File: config.mk
export PLATFORM = sky130hd
export DESIGN_NAME = sorted_list_engine_core_flat
export DESIGN_NICKNAME = d
export VERILOG_FILES = /design/src/hw/rtl/slist_pkg.sv /design/src/hw/rtl/slist_if.sv /design/src/hw/rtl/slist_ram.sv /design/src/hw/rtl/slist_ctrl.sv /design/src/hw/rtl/sorted_list_engine_core.sv /design/src/flat_wrapper.sv
export VERILOG_INCLUDE_DIRS = /design/src /design/src/hw/rtl
export SDC_FILE = /design/constraint.sdc
export NUM_CORES = 2
export LEC_CHECK = 0
export ABC_AREA = 1
export BUFFER_PORTS_ARGS = -buffer_cell sky130_fd_sc_hd__buf_2
export CAP_MARGIN = 10
export CORE_UTILIZATION = 55
export CTS_CLUSTER_SIZE = 28
export DETAILED_ROUTE_END_ITERATION = 16
export PLACE_DENSITY = 0.7
export SYNTH_ARGS = -nofsm -noshare
export SYNTH_HDL_FRONTEND = slang
export SYNTH_SLANG_ARGS = --single-unit
export TNS_END_PERCENT = 20
File: constraint.sdc
create_clock -name clock -period 4.52 [get_ports clock]
set_input_delay 0.904 -clock clock [delete_from_list [all_inputs] [get_ports clock]]
set_output_delay 0.904 -clock clock [all_outputs]
set_load 0.02 [all_outputs]
File: src/hw/rtl/sorted_list_engine_core_assert.svh
// Assertion macros shared by the sorted list engine RTL.
`ifndef SORTED_LIST_ENGINE_CORE_ASSERT_SVH
`define SORTED_LIST_ENGINE_CORE_ASSERT_SVH

// Consequent must hold in the same cycle as the antecedent.
`define SLIST_ASSERT_NOW(label, clk, rst, ante, cons) \
   label: assert property (@(posedge clk) disable iff (rst) (ante) |-> (cons)) \
      else $error("slist: same-cycle check failed");

// Consequent must hold in the cycle after the antecedent.
`define SLIST_ASSERT_NEXT(label, clk, rst, ante, cons) \
   label: assert property (@(posedge clk) disable iff (rst) (ante) |=> (cons)) \
      else $error("slist: next-cycle check failed");

`endif

File: src/hw/rtl/slist_pkg.sv
// Package: sizes, operation codes and memory request type of the sorted list engine.
package slist_pkg;

   localparam int CAPACITY = 32;
   localparam int ADDR_W   = $clog2(CAPACITY);
   localparam int CNT_W    = $clog2(CAPACITY + 1);
   localparam int DATA_W   = 32;
   localparam int FUNC_W   = 2;
   localparam int COUNT_FIELD_W = 6;

   localparam logic [FUNC_W-1:0] FUNC_INSERT = 2'd0;
   localparam logic [FUNC_W-1:0] FUNC_REMOVE = 2'd1;
   localparam logic [FUNC_W-1:0] FUNC_ODDS   = 2'd2;

   typedef struct packed {
      logic              rd_en;
      logic [ADDR_W-1:0] rd_addr;
      logic              wr_en;
      logic [ADDR_W-1:0] wr_addr;
      logic [DATA_W-1:0] wr_data;
   } mem_req_type;

endpackage

File: src/hw/rtl/slist_if.sv
// Valid/ready channel interfaces for the request and response streams.
interface slist_req_if;
   import slist_pkg::*;
   logic                     valid;
   logic                     ready;
   logic [FUNC_W-1:0]        func;
   logic signed [DATA_W-1:0] value;

   modport source (output valid, output func, output value, input ready);
   modport sink   (input valid, input func, input value, output ready);
endinterface

interface slist_rsp_if;
   import slist_pkg::*;
   logic                     valid;
   logic                     ready;
   logic                     ok;
   logic [COUNT_FIELD_W-1:0] count;
   logic signed [DATA_W-1:0] smallest;
   logic                     is_empty;
   logic                     is_full;

   modport source (output valid, output ok, output count, output smallest,
                   output is_empty, output is_full, input ready);
   modport sink   (input valid, input ok, input count, input smallest,
                   input is_empty, input is_full, output ready);
endinterface

File: src/hw/rtl/slist_ram.sv
// Generic single-clock RAM: one write port, one registered read port.
module slist_ram #(
   parameter int DEPTH = 32,
   parameter int WIDTH = 32
) (
   input  logic                     clock,
   input  logic                     rd_en,
   input  logic [$clog2(DEPTH)-1:0] rd_addr,
   output logic [WIDTH-1:0]         rd_data,
   input  logic                     wr_en,
   input  logic [$clog2(DEPTH)-1:0] wr_addr,
   input  logic [WIDTH-1:0]         wr_data
);

   logic [WIDTH-1:0] mem [DEPTH];
   logic [WIDTH-1:0] rd_data_ff;

   always_ff @(posedge clock) begin
      if (wr_en) begin
         mem[wr_addr] <= wr_data;
      end
   end

   always_ff @(posedge clock) begin
      if (rd_en) begin
         rd_data_ff <= mem[rd_addr];
      end
   end

   assign rd_data = rd_data_ff;

endmodule

File: src/hw/rtl/slist_ctrl.sv
// Sequencer: streams list entries through the RAM for insert, remove and remove-odds.
`include "sorted_list_engine_core_assert.svh"

module slist_ctrl (
   input  logic                      clock,
   input  logic                      reset,
   slist_req_if.sink                 req_ch,
   slist_rsp_if.source               rsp_ch,
   output slist_pkg::mem_req_type    mem_req,
   input  logic [slist_pkg::DATA_W-1:0] mem_rd_data
);
   import slist_pkg::*;

   localparam logic [1:0] ST_IDLE = 2'd0;
   localparam logic [1:0] ST_SCAN = 2'd1;
   localparam logic [1:0] ST_WR0  = 2'd2;
   localparam logic [1:0] ST_DONE = 2'd3;

   logic [1:0]               state_ff, state_in;
   logic [FUNC_W-1:0]        func_ff, func_in;
   logic signed [DATA_W-1:0] value_ff, value_in;
   logic [CNT_W-1:0]         count_ff, count_in;
   logic [DATA_W-1:0]        small_ff, small_in;
   logic [ADDR_W-1:0]        rd_ptr_ff, rd_ptr_in;
   logic                     more_ff, more_in;
   logic                     pend_ff, pend_in;
   logic [ADDR_W-1:0]        pend_addr_ff, pend_addr_in;
   logic [CNT_W-1:0]         wr_ptr_ff, wr_ptr_in;
   logic                     found_ff, found_in;
   logic                     ok_ff, ok_in;

   logic                     rsp_valid_ff, rsp_valid_in;
   logic                     rsp_ok_ff, rsp_ok_in;
   logic [COUNT_FIELD_W-1:0] rsp_count_ff, rsp_count_in;
   logic [DATA_W-1:0]        rsp_small_ff, rsp_small_in;
   logic                     rsp_empty_ff, rsp_empty_in;
   logic                     rsp_full_ff, rsp_full_in;

   logic [ADDR_W-1:0]        count_m1;
   logic                     last_pend;
   logic                     found_now;
   logic [CNT_W-1:0]         odds_cnt;
   logic                     list_empty;
   logic                     list_full;
   logic                     rsp_free;

   assign count_m1   = ADDR_W'(count_ff - 1'b1);
   assign last_pend  = pend_ff && (pend_addr_ff == count_m1);
   assign found_now  = found_ff || (mem_rd_data == value_ff);
   assign odds_cnt   = mem_rd_data[0] ? wr_ptr_ff : CNT_W'(wr_ptr_ff + 1'b1);
   assign list_empty = (count_ff == '0);
   assign list_full  = (count_ff == CNT_W'(CAPACITY));
   assign rsp_free   = !rsp_valid_ff || rsp_ch.ready;

   always_comb begin
      state_in     = state_ff;
      func_in      = func_ff;
      value_in     = value_ff;
      count_in     = count_ff;
      rd_ptr_in    = rd_ptr_ff;
      more_in      = more_ff;
      pend_in      = 1'b0;
      pend_addr_in = pend_addr_ff;
      wr_ptr_in    = wr_ptr_ff;
      found_in     = found_ff;
      ok_in        = ok_ff;
      rsp_valid_in = rsp_valid_ff && !rsp_ch.ready;
      rsp_ok_in    = rsp_ok_ff;
      rsp_count_in = rsp_count_ff;
      rsp_small_in = rsp_small_ff;
      rsp_empty_in = rsp_empty_ff;
      rsp_full_in  = rsp_full_ff;
      mem_req      = '0;

      unique case (state_ff)
         ST_IDLE: begin
            if (req_ch.valid) begin
               func_in   = req_ch.func;
               value_in  = req_ch.value;
               found_in  = 1'b0;
               wr_ptr_in = '0;
               more_in   = 1'b1;
               ok_in     = 1'b0;
               unique case (req_ch.func)
                  FUNC_INSERT: begin
                     if (list_full) begin
                        state_in = ST_DONE;
                     end else if (list_empty) begin
                        state_in = ST_WR0;
                     end else begin
                        rd_ptr_in = count_m1;
                        state_in  = ST_SCAN;
                     end
                  end
                  FUNC_REMOVE, FUNC_ODDS: begin
                     if (list_empty) begin
                        state_in = ST_DONE;
                     end else begin
                        rd_ptr_in = '0;
                        state_in  = ST_SCAN;
                     end
                  end
                  default: begin
                     state_in = ST_DONE;
                  end
               endcase
            end
         end

         ST_SCAN: begin
            // read one entry ahead; data for pend_addr_ff arrives this cycle
            if (more_ff) begin
               mem_req.rd_en = 1'b1;
               mem_req.rd_addr = rd_ptr_ff;
               pend_in       = 1'b1;
               pend_addr_in  = rd_ptr_ff;
               if (func_ff == FUNC_INSERT) begin
                  rd_ptr_in = ADDR_W'(rd_ptr_ff - 1'b1);
                  more_in   = (rd_ptr_ff != '0);
               end else begin
                  rd_ptr_in = ADDR_W'(rd_ptr_ff + 1'b1);
                  more_in   = (rd_ptr_ff != count_m1);
               end
            end

            if (pend_ff) begin
               unique case (func_ff)
                  FUNC_INSERT: begin
                     mem_req.wr_en   = 1'b1;
                     mem_req.wr_addr = ADDR_W'(pend_addr_ff + 1'b1);
                     if ($signed(mem_rd_data) > value_ff) begin
                        mem_req.wr_data = mem_rd_data;
                        if (pend_addr_ff == '0) begin
                           state_in = ST_WR0;
                        end
                     end else begin
                        // insertion point found: drop the read issued this cycle
                        mem_req.wr_data = value_ff;
                        count_in = CNT_W'(count_ff + 1'b1);
                        ok_in    = 1'b1;
                        pend_in  = 1'b0;
                        more_in  = 1'b0;
                        state_in = ST_DONE;
                     end
                  end
                  FUNC_REMOVE: begin
                     if (found_ff) begin
                        mem_req.wr_en   = 1'b1;
                        mem_req.wr_addr = ADDR_W'(pend_addr_ff - 1'b1);
                        mem_req.wr_data = mem_rd_data;
                     end
                     found_in = found_now;
                     if (last_pend) begin
                        ok_in = found_now;
                        if (found_now) begin
                           count_in = CNT_W'(count_ff - 1'b1);
                        end
                        state_in = ST_DONE;
                     end
                  end
                  default: begin
                     // remove-odds: compact even entries toward the bottom
                     if (!mem_rd_data[0]) begin
                        mem_req.wr_en   = 1'b1;
                        mem_req.wr_addr = wr_ptr_ff[ADDR_W-1:0];
                        mem_req.wr_data = mem_rd_data;
                     end
                     wr_ptr_in = odds_cnt;
                     if (last_pend) begin
                        ok_in = (odds_cnt != count_ff);
                        if (odds_cnt != count_ff) begin
                           count_in = odds_cnt;
                        end
                        state_in = ST_DONE;
                     end
                  end
               endcase
            end
         end

         ST_WR0: begin
            mem_req.wr_en   = 1'b1;
            mem_req.wr_addr = '0;
            mem_req.wr_data = value_ff;
            count_in = CNT_W'(count_ff + 1'b1);
            ok_in    = 1'b1;
            state_in = ST_DONE;
         end

         default: begin
            if (rsp_free) begin
               rsp_valid_in = 1'b1;
               rsp_ok_in    = ok_ff;
               rsp_count_in = COUNT_FIELD_W'(count_ff);
               rsp_small_in = list_empty ? '0 : small_ff;
               rsp_empty_in = list_empty;
               rsp_full_in  = list_full;
               state_in     = ST_IDLE;
            end
         end
      endcase

      // entry 0 is shadowed so the smallest value needs no extra read
      small_in = small_ff;
      if (mem_req.wr_en && (mem_req.wr_addr == '0)) begin
         small_in = mem_req.wr_data;
      end
   end

   always_ff @(posedge clock) begin
      if (reset) begin
         state_ff     <= ST_IDLE;
         count_ff     <= '0;
         pend_ff      <= 1'b0;
         more_ff      <= 1'b0;
         rsp_valid_ff <= 1'b0;
      end else begin
         state_ff     <= state_in;
         count_ff     <= count_in;
         pend_ff      <= pend_in;
         more_ff      <= more_in;
         rsp_valid_ff <= rsp_valid_in;
      end
   end

   always_ff @(posedge clock) begin
      func_ff      <= func_in;
      value_ff     <= value_in;
      small_ff     <= small_in;
      rd_ptr_ff    <= rd_ptr_in;
      pend_addr_ff <= pend_addr_in;
      wr_ptr_ff    <= wr_ptr_in;
      found_ff     <= found_in;
      ok_ff        <= ok_in;
      rsp_ok_ff    <= rsp_ok_in;
      rsp_count_ff <= rsp_count_in;
      rsp_small_ff <= rsp_small_in;
      rsp_empty_ff <= rsp_empty_in;
      rsp_full_ff  <= rsp_full_in;
   end

   assign req_ch.ready    = (state_ff == ST_IDLE);
   assign rsp_ch.valid    = rsp_valid_ff;
   assign rsp_ch.ok       = rsp_ok_ff;
   assign rsp_ch.count    = rsp_count_ff;
   assign rsp_ch.smallest = rsp_small_ff;
   assign rsp_ch.is_empty = rsp_empty_ff;
   assign rsp_ch.is_full  = rsp_full_ff;

   `SLIST_ASSERT_NOW(a_no_rw_collision, clock, reset, mem_req.rd_en && mem_req.wr_en,
      mem_req.rd_addr != mem_req.wr_addr)
   `SLIST_ASSERT_NOW(a_count_bound, clock, reset, 1'b1, count_ff <= CNT_W'(CAPACITY))
   `SLIST_ASSERT_NEXT(a_accept_leaves_idle, clock, reset,
      req_ch.valid && req_ch.ready, state_ff != ST_IDLE)
   `SLIST_ASSERT_NEXT(a_done_posts_rsp, clock, reset,
      (state_ff == ST_DONE) && rsp_free, rsp_valid_ff && (state_ff == ST_IDLE))

endmodule

File: src/hw/rtl/sorted_list_engine_core.sv
// Sorted list engine: one request at a time, list held in a single-port-pair RAM.
// Remove and remove-odds read every entry before responding; insert reads from the top down and stops early
// at its slot; a request that fails at once goes straight to the response.
// The RAM read port moves one entry per cycle while a request scans the list.
// A response may wait in its output register while the next request is taken.
// Reset clears the fill count, sequencer and response valid; RAM contents are not cleared.
module sorted_list_engine_core (
   input  logic         clock,
   input  logic         reset,
   slist_req_if.sink    req_ch,
   slist_rsp_if.source  rsp_ch
);
   import slist_pkg::*;

   mem_req_type       mem_req;
   logic [DATA_W-1:0] mem_rd_data;

   slist_ctrl u_ctrl (
      .clock       (clock),
      .reset       (reset),
      .req_ch      (req_ch),
      .rsp_ch      (rsp_ch),
      .mem_req     (mem_req),
      .mem_rd_data (mem_rd_data)
   );

   slist_ram #(
      .DEPTH (CAPACITY),
      .WIDTH (DATA_W)
   ) u_ram (
      .clock   (clock),
      .rd_en   (mem_req.rd_en),
      .rd_addr (mem_req.rd_addr),
      .rd_data (mem_rd_data),
      .wr_en   (mem_req.wr_en),
      .wr_addr (mem_req.wr_addr),
      .wr_data (mem_req.wr_data)
   );

endmodule

File: src/flat_wrapper.sv
// flat-port wrapper written by rule: the top's interface ports become plain ports
module sorted_list_engine_core_flat import slist_pkg::*;
  (clock, reset, req_ch_valid, req_ch_func, req_ch_value, req_ch_ready, rsp_ch_valid, rsp_ch_ok, rsp_ch_count, rsp_ch_smallest, rsp_ch_is_empty, rsp_ch_is_full, rsp_ch_ready);
  slist_req_if req_ch_i ();
  slist_rsp_if rsp_ch_i ();
  input  logic clock;
  input  logic reset;
  input wire logic [$bits(req_ch_i.valid)-1:0] req_ch_valid;
  input wire logic [$bits(req_ch_i.func)-1:0] req_ch_func;
  input wire logic [$bits(req_ch_i.value)-1:0] req_ch_value;
  output wire logic [$bits(req_ch_i.ready)-1:0] req_ch_ready;
  output wire logic [$bits(rsp_ch_i.valid)-1:0] rsp_ch_valid;
  output wire logic [$bits(rsp_ch_i.ok)-1:0] rsp_ch_ok;
  output wire logic [$bits(rsp_ch_i.count)-1:0] rsp_ch_count;
  output wire logic [$bits(rsp_ch_i.smallest)-1:0] rsp_ch_smallest;
  output wire logic [$bits(rsp_ch_i.is_empty)-1:0] rsp_ch_is_empty;
  output wire logic [$bits(rsp_ch_i.is_full)-1:0] rsp_ch_is_full;
  input wire logic [$bits(rsp_ch_i.ready)-1:0] rsp_ch_ready;
  assign req_ch_i.valid = req_ch_valid;
  assign req_ch_i.func = req_ch_func;
  assign req_ch_i.value = req_ch_value;
  assign req_ch_ready = req_ch_i.ready;
  assign rsp_ch_valid = rsp_ch_i.valid;
  assign rsp_ch_ok = rsp_ch_i.ok;
  assign rsp_ch_count = rsp_ch_i.count;
  assign rsp_ch_smallest = rsp_ch_i.smallest;
  assign rsp_ch_is_empty = rsp_ch_i.is_empty;
  assign rsp_ch_is_full = rsp_ch_i.is_full;
  assign rsp_ch_i.ready = rsp_ch_ready;
  sorted_list_engine_core u_core (.clock(clock), .reset(reset), .req_ch(req_ch_i), .rsp_ch(rsp_ch_i));
endmodule
Yosys cells after proc, flatten, opt, wreduce, memory -nomap -nowiden --
Memory sizes are Yosys's and may differ from the RTL's. A register that Yosys moved wholly into a read port is not among the register bits. Index checks and enable logic that the tools add are counted.
Storage, ports and cells: bits of input ports 38, memories kept 1, logic and storage cells 152, ROM bits 0, register bits 136, bits in latches 0, RAM bits 1024
Memory list:
- u_core.u_ram.mem | depth 32, bits a word 32, read ports 1, clocked after memory_dff 1, wr ports 1, RTL line slist_ram.sv:15 | logic [WIDTH-1:0] mem [DEPTH];
Cells by class: bitwise operators 2, order comparisons 1, equal/unequal tests 25, divide/modulo/power cells 0, reduce and logical (&&, ||, !) cells 32, shift-type cells 0, multiply operators 0, mux-type cells 66, add/subtract/negate cells 7
Operators with widths (count):
- $pmux 38 s2 | 2
- $mux 38 | 3
- $mux 6 | 12
- $pmux 6 s2 | 3
- $eq 32x32->1 | 1
- $gt 32x32->1 | 1
- $mux 32 | 1
- $mux 5 | 6
- $mux 1 | 21
- $ne 3x3->1 const B | 7
- $mux 2 | 10
- $pmux 5 s2 | 2
- $reduce_and 7->1 | 2
- $add 6x1->6 const B | 2
- $add 5x1->5 const B | 2
- $logic_not 5->1 | 2
- $sub 5x1->5 const B | 2
- $ne 2x2->1 const B | 4
- $reduce_and 2->1 | 4
- $reduce_and 4->1 | 2
- $eq 2x1->1 const B | 3
- $eq 6x6->1 const B | 1
- $logic_not 2->1 | 3
- $logic_not 6->1 | 1
- other kinds (25) | 36

Logic depth before layout (Yosys ltp) --
depth after elaboration 8, mapped depth 21, mapped depth without buffers 21

Cells and area by module --
A second synthesis with hierarchy kept.
Unflattened totals: cell total of the unflattened synthesis 4570, area, all modules 51199.1 um^2
Modules (own cells, without submodules):
- slist_ram | times used 1, cells an instance 3536, area an instance 42726.0 um^2
- slist_ctrl | times used 1, cells an instance 1034, area an instance 8473.1 um^2

Least setup slack after synthesis --
Ideal clock, no wire load.
kind reg2reg, from register u_core.u_ctrl.state_ff[0], to memory u_core.u_ram.mem[13][0], enable pin, setup slack 793 ps, cell stages (with the launch flop) 9, clock period less this slack 3727 ps, arrival time 3306 ps, data required time 4099 ps, path through dfxtp_1 inv_1 ha_1 clkinv_1 nor3_2 inv_1 a2111oi_2 nand4_1 nor2_1
Between the ends: word-level cells in the longest chain between the ends 4, elaborated cells on any way between the ends 5
RTL lines:
- from (decl) | RTL line slist_ctrl.sv:19 | logic [1:0] state_ff, state_in;
- from (signal assigned) | RTL line slist_ctrl.sv:218 | state_ff <= state_in;
- $eq 2x2->1 or $eq 2x1->1 (tied branches) | RTL line slist_ctrl.sv:75 | unique case (state_ff)
- $pmux 38 s2 (*) | RTL line slist_ctrl.sv:75
- $mux 1 | RTL line slist_ram.sv:19 | if (wr_en) begin
- $mux 1 (implied by the code) | RTL line slist_ram.sv:20 | mem[wr_addr] <= wr_data;
- to (decl) | RTL line slist_ram.sv:15
Every way passes the cells marked *; elsewhere a longest branch is shown, timed or not.

Worst setup path after layout --
from register u_core.u_ctrl.state_ff[1], to register u_core.u_ram.rd_data_ff[25], in the netlist u_core.u_ram.rd_data[25], read port of u_core.u_ram.mem (data pin)
Between the ends: word-level cells in the longest chain between the ends 2
RTL lines:
- $eq 2x1->1 | RTL line slist_ctrl.sv:75
- $mux 6 | RTL line slist_ctrl.sv:75
- to (decl) | RTL line slist_ram.sv:16 | logic [WIDTH-1:0] rd_data_ff;
Every way passes these cells. A chain may end at the register's enable or synchronous reset.

==> results.yml <==
cells_and_area:
  syn2layout_area_growth_pct: 12.24
  diodes: 0
  final_cell_mix: "edfxtp_1, nand2_1, nor2_1"
  stdcell_count: 5546
  final_util_pct: 62.36
  drive_gt1_share_pct: 10.43
  layout.cells.most_common: "edfxtp_1"
  nets: 4366
  fin_area_sq_um: 56130
detailed_routing:
  drtIter0Drc: 4416
  met3_length_um: 12320
  route.vias.total: 33769
  wl_um: 133800
  wl_per_cell_um: 24.12
  viasPerCell: 6.089
  drc: 0
  top_layer_used: "met4"
  postRouteAntennaNets: 0
  first_pass_iters: 6
  wl_met2_um: 62370
  drt-met1-wl_um: 53090
die:
  die_y_um: 303.5
  die-area_sq_um: 92140
  core_sq_um: 90010
  rows: 110
  initial_core_util_pct: 55.56
  ios: 81
  die-width_um: 303.5
pwr:
  p_leak_uw: 0.01995
  vdd_drop_max_uv: 338.6
  cell_internal_pwr_uw: 19890
  clkPwrFrac_pct: 32.8
  power.share.switching_pct: 29.85
  power_switching_uw: 8464
  seq_power_share_pct: 47.2
  pwr-share-comb_pct: 20.0
  power_density_nw_per_um2: 505.2
worst_setup_path:
  worstPathCellList: "inv_1, ha_1, nand2_2, nor2_4, inv_8, buf_4, nor2_1, o21ai_0, a21oi_1, o32ai_1, nor2_1, a31oi_1"
  cp.required_ns: 4.90
  cp.arrival_ns: 4.45
  slowest_stage: "o32ai_1"
  cp-end-kind: "register"
  crit_top_cell: "nor2_1"
  r2r_start: "u_core.u_ctrl.state_ff[1]"
  start_kind: "register"
  crit_type: "reg2reg"
  slowest_delay_ns: 0.64
  startpoint: "u_core.u_ctrl.state_ff[1]"
  path_max_fanout: 108
yosys:
  avgSynthCellArea_sq_um: 11.86
  synth.yosys.seq_area_share_pct: 71.35
  synth_area_sq_um: 50010
  synthXorXnorAreaFrac_pct: 0.2977
  synthSimpleGateAreaFrac_pct: 11.79
  yosys.area.top_type: "edfxtp_1"
  synth.area.mux_share_pct: 0
  syn_nets: 4304
  ys_types: 46
  yosysTopAreaCellShare_pct: 70.91
  synth-seq-cells: 1192
  synth_area_leaders: "edfxtp_1, nand2_1, nor2_1"
  synth-compound-area-share_pct: 11.78
  async_flop_share_pct: 0
  syn_inst: 4217
  synth_fa_ha_area_share_pct: 1.241
  ys.flop_type: "edfxtp_1"
  synth_edf_count: 1181
  synth_top_family_by_area: "simple AND/OR/NAND/NOR gates"
  ys_warn_count: 0
timing:
  max_freq_ghz: 0.2454
  clock_skew_ns: 0.02436
  holdWs_ns: 0.3853
  finalHoldViolCount: 0
  finalSetupTns_ns: 0
  tightest_slew_ns: 1.102
  rsz0062_at_grt: "false"
  drv_slew: 0
  setup_viol_count_final: 0
  slew_headroom_pct: 26.34
  min_period_ns: 4.076
  period_share_pct: 90.17
clock_network:
  ctsResizeCount: 0
  clk_pin_slew_ns: 0.07
  h-tree-depth: 3
  cts_buffer_depth: 3
  clkLatencyLatePin_ns: 0.70
  ctsHoldBuffers: 0
  root_buffer: "clkbuf_16"
  numCtsBuffers: 113
  cts_sinks: 1192
  cts_setup_buffers: 0
  cts_tree: "yes"
place:
  place_inst: 5340
  post_dp_cell_area_sq_um: 52530
  portBuffers: 80
  post-dp-hpwl_um: 74010
  place.gp.congestion: 0.9202
min_path:
  worstHoldPathType: "in2reg"
  hp-start: "req_ch_value[25]"
status:
  status: "finished, final reports clean"
global_route:
  grt_pass1_vias: 32122
  grt_antenna_before_repair: 0
  grtUsageTotal_pct: 29.00
  grt_overflow_total: 0
  grt_pass1_wl_um: 198300
  grt_start_max_net_pins: 134
run:
  drv_cap: 0
[power by group through the flow]
stage	clock (uW)	sequential, uW	combinational [uW]
after floorplan	0	13500	3630
after detailed placement	0	13600	5580
final	9300	13400	5680
after global routing	9780	13400	6190
after global placement	0	13600	5480
after CTS	9390	13400	5610
[final timing paths]
check	end	slack [ns]	depth (start not counted)
worst max register to register	u_core.u_ram.rd_data[25]	0.44	12
worst max-delay path	u_core.u_ram.rd_data[25]	0.44	12
worst min-delay path	u_core.u_ctrl.value_ff[25]	0.39	1
worst min register to register	u_core.u_ctrl.rsp_ch.ok	0.44	0
[state kept, by name, indices dropped and copies added (netlist names)]
signal,count
u_core.u_ctrl.count_ff,6
u_core.u_ctrl.found_ff,1
u_core.u_ctrl.func_ff,2
u_core.u_ctrl.more_ff,1
u_core.u_ctrl.ok_ff,1
u_core.u_ctrl.pend_addr_ff,5
u_core.u_ctrl.pend_ff,1
u_core.u_ctrl.rd_ptr_ff,5
u_core.u_ctrl.rsp_ch.count,6
u_core.u_ctrl.rsp_ch.is_empty,1
u_core.u_ctrl.rsp_ch.is_full,1
u_core.u_ctrl.rsp_ch.ok,1
u_core.u_ctrl.rsp_ch.smallest,32
u_core.u_ctrl.rsp_ch.valid,1
u_core.u_ctrl.small_ff,32
u_core.u_ctrl.state_ff,2
u_core.u_ctrl.value_ff,32
u_core.u_ctrl.wr_ptr_ff,6
u_core.u_ram.mem,1024
u_core.u_ram.rd_data,32
[final cells by class]
type,count,area (sq um)
inverters,174,670.6
clock buffers,146,2993
repair buffers,210,1739
clock inverters,60,608.1
fillers,6669,33880
multi-input cells,2588,12970
well taps,1176,1471
flip-flops and latches,1192,35680
[cells in the mapped netlist (8+ instances only)]
master and n:
xor2_1 16, o32ai_1 28, nand4_1 42, inv_1 162
inv_2 8, dfxtp_1 11, a21oi_1 476, nor2_1 637
o21ai_0 309, edfxtp_1 1181, clkbuf_1 143, buf_2 101
a31oi_1 40, buf_1 18, a211o_1 64, ha_1 48
a32o_1 64, nand3_1 60, nand2_1 753
[per-stage QoR]
step                      total power, uW  setup slack (ns)
final                               28360            0.4442
after detailed placement            19170            0.6164
after floorplan                     17100            0.7932
after global placement              19060            0.5721
after global routing                29360            0.3363
after CTS                           28360            0.5406
[critical path, delay by kind of cell (launching register included)]
| kind | cells | cell delay [ns] |
|---|---|---|
| fa+ha+maj | 1 | 0.23 |
| compound gates | 4 | 1.55 |
| buf+inv | 3 | 0.97 |
| simple gates | 4 | 0.53 |
| flops | 1 | 0.36 |
[metal layers]
metal / up-vias / track usage (%)
met5: - / 0
met4: 0 / 13.83
met3: 283 / 4.248
met2: 1763 / 45.85
met1: 16490 / 39.79
li1: 15233 / -
[cells by family (layout without fill, tap and decap cells)]
family          Yosys count  after routing
xor+xnor                 17             17
flops                  1192           1192
compound gates         1013           1013
simple gates           1509           1509
fa+ha+maj                49             49
buf+inv                 437            590
(Power assumes the default switching activity.)
